$ cat src/rtl/pof_pkg.sv
// Shared types and constants of the port owner flow table.
package pof_pkg;

  localparam int PORT_BITS_DEF = 16;

  localparam int FPORT_W = 16;
  localparam int IP_W    = 32;
  localparam int PID_W   = 31;
  localparam int TIME_W  = 32;
  localparam int CFG_W   = 16;
  localparam int AGED_W  = 17;
  localparam int CIDX_W  = 2;

  localparam logic [CFG_W-1:0] DEF_SECONDS = 16'd30;

  localparam logic OP_SOCKET = 1'b0;
  localparam logic OP_PACKET = 1'b1;

  typedef enum logic [CIDX_W-1:0] {
    CFG_ENABLE   = 2'd0,
    CFG_TIMEOUT  = 2'd1,
    CFG_INTERVAL = 2'd2
  } cfg_idx_t;

  typedef enum logic [2:0] {
    ST_INSERTED  = 3'd0,
    ST_REFRESHED = 3'd1,
    ST_MATCHED   = 3'd2,
    ST_MISS      = 3'd3,
    ST_EVICTED   = 3'd4,
    ST_IGNORED   = 3'd5
  } status_t;

  typedef enum logic [2:0] {
    S_CLEAR,
    S_IDLE,
    S_SWEEP,
    S_READ,
    S_RESOLVE
  } state_t;

  typedef struct packed {
    logic              vld;
    logic [FPORT_W-1:0] fport;
    logic [IP_W-1:0]   fip;
    logic [PID_W-1:0]  pid;
    logic [TIME_W-1:0] tstamp;
  } entry_t;

  // controller -> datapath
  typedef struct packed {
    logic accept;
    logic clear;
    logic sweep;
    logic rd_item;
    logic resolve;
  } cmd_t;

  // datapath -> controller
  typedef struct packed {
    logic sweep_due;
    logic clr_done;
    logic sweep_done;
    logic out_free;
  } sts_t;

endpackage

$ cat src/rtl/pof_ctrl.sv
// Controller: sequences clearing, accept, sweep, table read and resolve.
module pof_ctrl (
  input  logic             clk,
  input  logic             rst_n,
  input  logic             in_valid,
  output logic             in_ready,
  input  pof_pkg::sts_t    sts,
  output pof_pkg::cmd_t    cmd
);

  pof_pkg::state_t state_r, state_nxt;

  always_ff @(posedge clk) begin
    if (!rst_n) begin
      state_r <= pof_pkg::S_CLEAR;
    end else begin
      state_r <= state_nxt;
    end
  end

  always_comb begin
    state_nxt = state_r;
    cmd       = '0;
    in_ready  = 1'b0;
    unique case (state_r)
      pof_pkg::S_CLEAR: begin
        cmd.clear = 1'b1;
        if (sts.clr_done) begin
          state_nxt = pof_pkg::S_IDLE;
        end
      end
      pof_pkg::S_IDLE: begin
        in_ready = sts.out_free;
        if (in_valid && sts.out_free) begin
          cmd.accept = 1'b1;
          state_nxt  = sts.sweep_due ? pof_pkg::S_SWEEP : pof_pkg::S_RESOLVE;
        end
      end
      pof_pkg::S_SWEEP: begin
        cmd.sweep = 1'b1;
        if (sts.sweep_done) begin
          state_nxt = pof_pkg::S_READ;
        end
      end
      pof_pkg::S_READ: begin
        // re-read the item's entry after the sweep has finished with it
        cmd.rd_item = 1'b1;
        state_nxt   = pof_pkg::S_RESOLVE;
      end
      pof_pkg::S_RESOLVE: begin
        cmd.resolve = 1'b1;
        state_nxt   = pof_pkg::S_IDLE;
      end
      default: begin
        state_nxt = pof_pkg::S_IDLE;
      end
    endcase
  end

endmodule

$ cat config.mk
export PLATFORM = sky130hd
export DESIGN_NAME = pof_ctrl
export DESIGN_NICKNAME = d
export VERILOG_FILES = /design/src/rtl/pof_pkg.sv /design/src/rtl/pof_ctrl.sv
export SDC_FILE = /design/constraint.sdc
export NUM_CORES = 1
export LEC_CHECK = 0
export ABC_AREA = 0
export BUFFER_PORTS_ARGS = -buffer_cell sky130_fd_sc_hd__buf_2
export CAP_MARGIN = 10
export CORE_AREA = 4 4 41 43
export DETAILED_ROUTE_END_ITERATION = 10
export DIE_AREA = 0 0 45 47
export PLACE_DENSITY = 0.36
export SLEW_MARGIN = 30
export SYNTH_ARGS = -nofsm -noshare
export SYNTH_HDL_FRONTEND = slang
export SYNTH_SLANG_ARGS = --single-unit
$ cat constraint.sdc
create_clock -name clk -period 1.3 [get_ports clk]
set_input_delay 0.26 -clock clk [delete_from_list [all_inputs] [get_ports clk]]
set_output_delay 0.26 -clock clk [all_outputs]
set_load 0.1 [all_outputs]
Yosys cells after proc, flatten, opt, wreduce, memory -nomap -nowiden:

Index checks and enable logic that the tools add are counted.

* reduce and logical (&&, ||, !) cells: 3
* equal/unequal tests: 7
* multiplexer cells: 12

Operator list (number)
* 3-bit 2-to-1 mux: 4
* 3-bit one-hot mux with 4 select lines: 1
* 1-bit 2-to-1 mux: 7
* 3-bit by 2-bit == test with 1-bit output, second input constant: 2
* 2-bit != test, second input constant: 3
* 3-bit by 1-bit == test with 1-bit output, second input constant: 1
* 3-bit == test, second input constant: 1
* 3-bit zero test: 1
* 3-bit AND reduction: 1
* 1-bit logical AND: 1

* output and inout bits: 6
* register bits after elaboration: 3
* logic and storage cells: 23
* input bits: 7

Depth between registers and ports, before layout:

* depth after elaboration: 3
* depth in mapped cells: 4
* depth with buffers taken out: 3

Worst setup path after synthesis:

No wires, ideal clock.

* path kind: register to output
* start point: register state_r[1]
* end point: output cmd[2] in the netlist's numbering
* data required time: 1.040 ns
* path slack: -1.622 ns
* arrival: 2.662 ns
* stages on the path, launching flop included: 2
* path buffers: 0
* cell sequence: dfxtp_1 -> nor3b_1

RTL lines
* start: declaration: line pof_ctrl.sv:11 `pof_pkg::state_t state_r, state_nxt;`
* start signal: assignment: line pof_ctrl.sv:15 `state_r <= pof_pkg::S_CLEAR;`
* start signal: assignment: line pof_ctrl.sv:17 `state_r <= state_nxt;`
* end: declaration: line pof_ctrl.sv:8 `output pof_pkg::cmd_t cmd`

==> impl_metrics.csv <==
group,metric,value,unit
yosys,avgSynthCellArea,10.2,sq um
timing,period_share,112,%
die,die-area,2120,sq um
yosys,synth.top_cell.area_share,28.1,%
grt,grt_usage,6.79,%
timing,relSlewSlack,81.5,%
yosys,yosysWarnings,0,
setup_path,crit_family,"simple AND/OR/NAND/NOR gates",
route,wl_met1,233,microns
clock_network,cts_tree,"built",
timing,fin_worst_skew,0.000314,ns
grt,antenna_found_initial,0,
timing,period_minus_slack,1.45,ns
route,vias,243,
die,rows,13,
placement,pre_cts_slack,0.0767,ns
route,met3_length,34,microns
setup_path,worstPathMaxFanout,3,
yosys,netlist_instances,21,
placement,port_buffers,12,
setup_path,critPathKind,"reg -> out",
timing,hold_viol_final,0,
status,status,"complete, but fails checks",
route,drtIter0Drc,2,
status,violations,"negative setup slack",
grt,grt_pass1_vias,255,
layout,syn_to_final_growth,131,%
clock_network,h-tree-depth,1,
setup_path,reg2reg_slack,0.19,ns
timing,timing.fmax,688,MHz
layout,final_area,494,sq um
layout,largest_register,"state_r",
setup_path,timing.rr.start,"state_r[0]",
layout,largest_register_ffs,3,
grt,overflow,0,
yosys,yosysSeqAreaShare,28.1,%
setup_path,cp_cell_sequence,"and4bb_4 -> and2_4 -> buf_12",
setup_path,critPathBufInv,1,
yosys,yosys.cell_types.count,15,
layout,drive_above_1_share,76.2,%
route,drc,0,
yosys,synthArstFlopShare,0,%
setup_path,r2r-end,"state_r[1]",
layout,largest_registers,"state_r: 3 flops",
placement,gp_congestion,0.724,
clock_network,cts_buffers,3,
timing,grt_setup_unrepaired,"true",
die,fp.coreArea,1300,sq um
setup_path,crit_arrival,1.19,ns
yosys,yosys-top-cells-area,"dfxtp_1, nor3b_1, nor4b_2",
pwr,p_leak,0.000208,uW
min_path,hp-start,"rst_n",
timing,tightest_slew,0.276,ns
pwr,power_density,917,nW/um^2
route,dr.pass1.iters,4,
timing,final-max-slew-violation-count,0,
yosys,synth_top_area_cell,"dfxtp_1",
yosys,synth_most_common_cell,"dfxtp_1",
route,avgViaCountPerCell,4.26,
clock_network,cts_hold_buf,0,
clock_network,path_clk_slew,0.04,ns
clock_network,clk_path_buf_depth,2,
min_path,whs_endpoint,"state_r[0]",
placement,dpl.hpwl,505,microns
route,routedWlPerCell,10.3,microns
clock_network,numClockSinks,3,
pwr,ir_drop,539,uV
layout,final_nets,50,
setup_path,rr_worst_depth,4,
clock_network,clock_latency,0.23,ns
die,io_pins,13,
timing,setup_viol,6,
route,top_layer_used,"met3",
setup_path,slowest_stage,"dfxtp_4",
route,wl,586,microns
timing,setup_slack,-0.153,ns
grt,grt_max_degree,7,
placement,placed_area,454,sq um
yosys,ys_top_cells_by_count,"dfxtp_1, nand2b_1, nor2b_1, nor3_1, nor3b_1",
min_path,hold_path_depth,2,
yosys,synth_nets,28,
layout,fin_util,38.0,%
die,die_h,47,microns
yosys,ys_ff_latch,3,
layout,n_antenna_cell,0,
setup_path,startpoint_type,"flop",
yosys,synth_area,214,sq um
grt,grt_pass1_wl,1010,microns
min_path,hold_path_class,"in -> reg",
die,initial_utilization,16.4,%
yosys,synth_flop_cell,"dfxtp_1",
setup_path,max_stage_delay,0.33,ns
clock_network,clockRootBuffer,"clkbuf_4",
yosys,synth_edf_count,0,
setup_path,endpoint_kind,"primary output",
setup_path,required,1.04,ns
job,cap_violations,0,
route,ant_nets,0,
route,met2_wirelength,318,microns
die,die_x,45,microns
==> metrics by stage <==
stage	power, uW	setup TNS (ns)	cells	hold slack [ns]
6_report	453	-0.722	57	0.300
5_1_grt	484	-1.02	57	0.302
3_3_place_gp	296	0	52	0.415
3_5_place_dp	296	0	52	0.418
2_1_floorplan	227	-1.15	21	0.393
4_1_cts	465	-0.836	57	0.296
==> layer usage <==
metal	vias up	track usage, %
met3	0	4.98
met2	12	11.9
met5	-	0
met1	112	6.35
li1	119	-
met4	0	1.75
==> worst max path at each step <==
stage | startpoint | slack, ns | cells past startpoint | end
2_1_floorplan | state_r[2] | -0.29 | 2 | cmd[4]
4_1_cts | state_r[2] | -0.17 | 3 | cmd[4]
3_3_place_gp | state_r[2] | 0.08 | 3 | cmd[4]
6_report | state_r[2] | -0.15 | 3 | cmd[4]
3_5_place_dp | state_r[2] | 0.08 | 3 | cmd[4]
5_1_grt | state_r[2] | -0.20 | 3 | cmd[4]
==> logic make-up (layout without fill, tap and decap cells) <==
group,after synthesis,in the layout,synth area share (%)
flops,3,3,28.1
buf+inv,1,22,5.26
mux,1,1,4.68
compound gates,3,3,12.9
simple gates,13,13,49.1
==> power breakdown <==
| part | total, uW | internal (uW) | switching (uW) |
|---|---|---|---|
| clock network | 160 | 115 | 44.9 |
| logic | 194 | 82.2 | 112 |
| registers | 99.6 | 94.9 | 4.70 |
==> cell usage in the layout, fill, tap and decap left out, types with 2 or more instances in the layout <==
cell / count
nand2b_1: 2
buf_12: 6
buf_2: 6
dfxtp_4: 2
nor3b_4: 2
nor2b_1: 2
clkbuf_4: 3
buf_4: 5
==> area by class of cell <==
cell class                 instances  area, sq um
clock buffer                       4         26.3
timing repair buffer              18          199
multi-input combinational         17          183
sequential                         3         67.6
fill                             136          807
tap                               15         18.8
==> timing repair <==
action	CTS	global route
resized for setup	2	0
setup endpoints to repair	6	6
pin swaps	2	0
setup buffers	1	0
gates cloned	0	0
(Power assumes the default switching activity.)
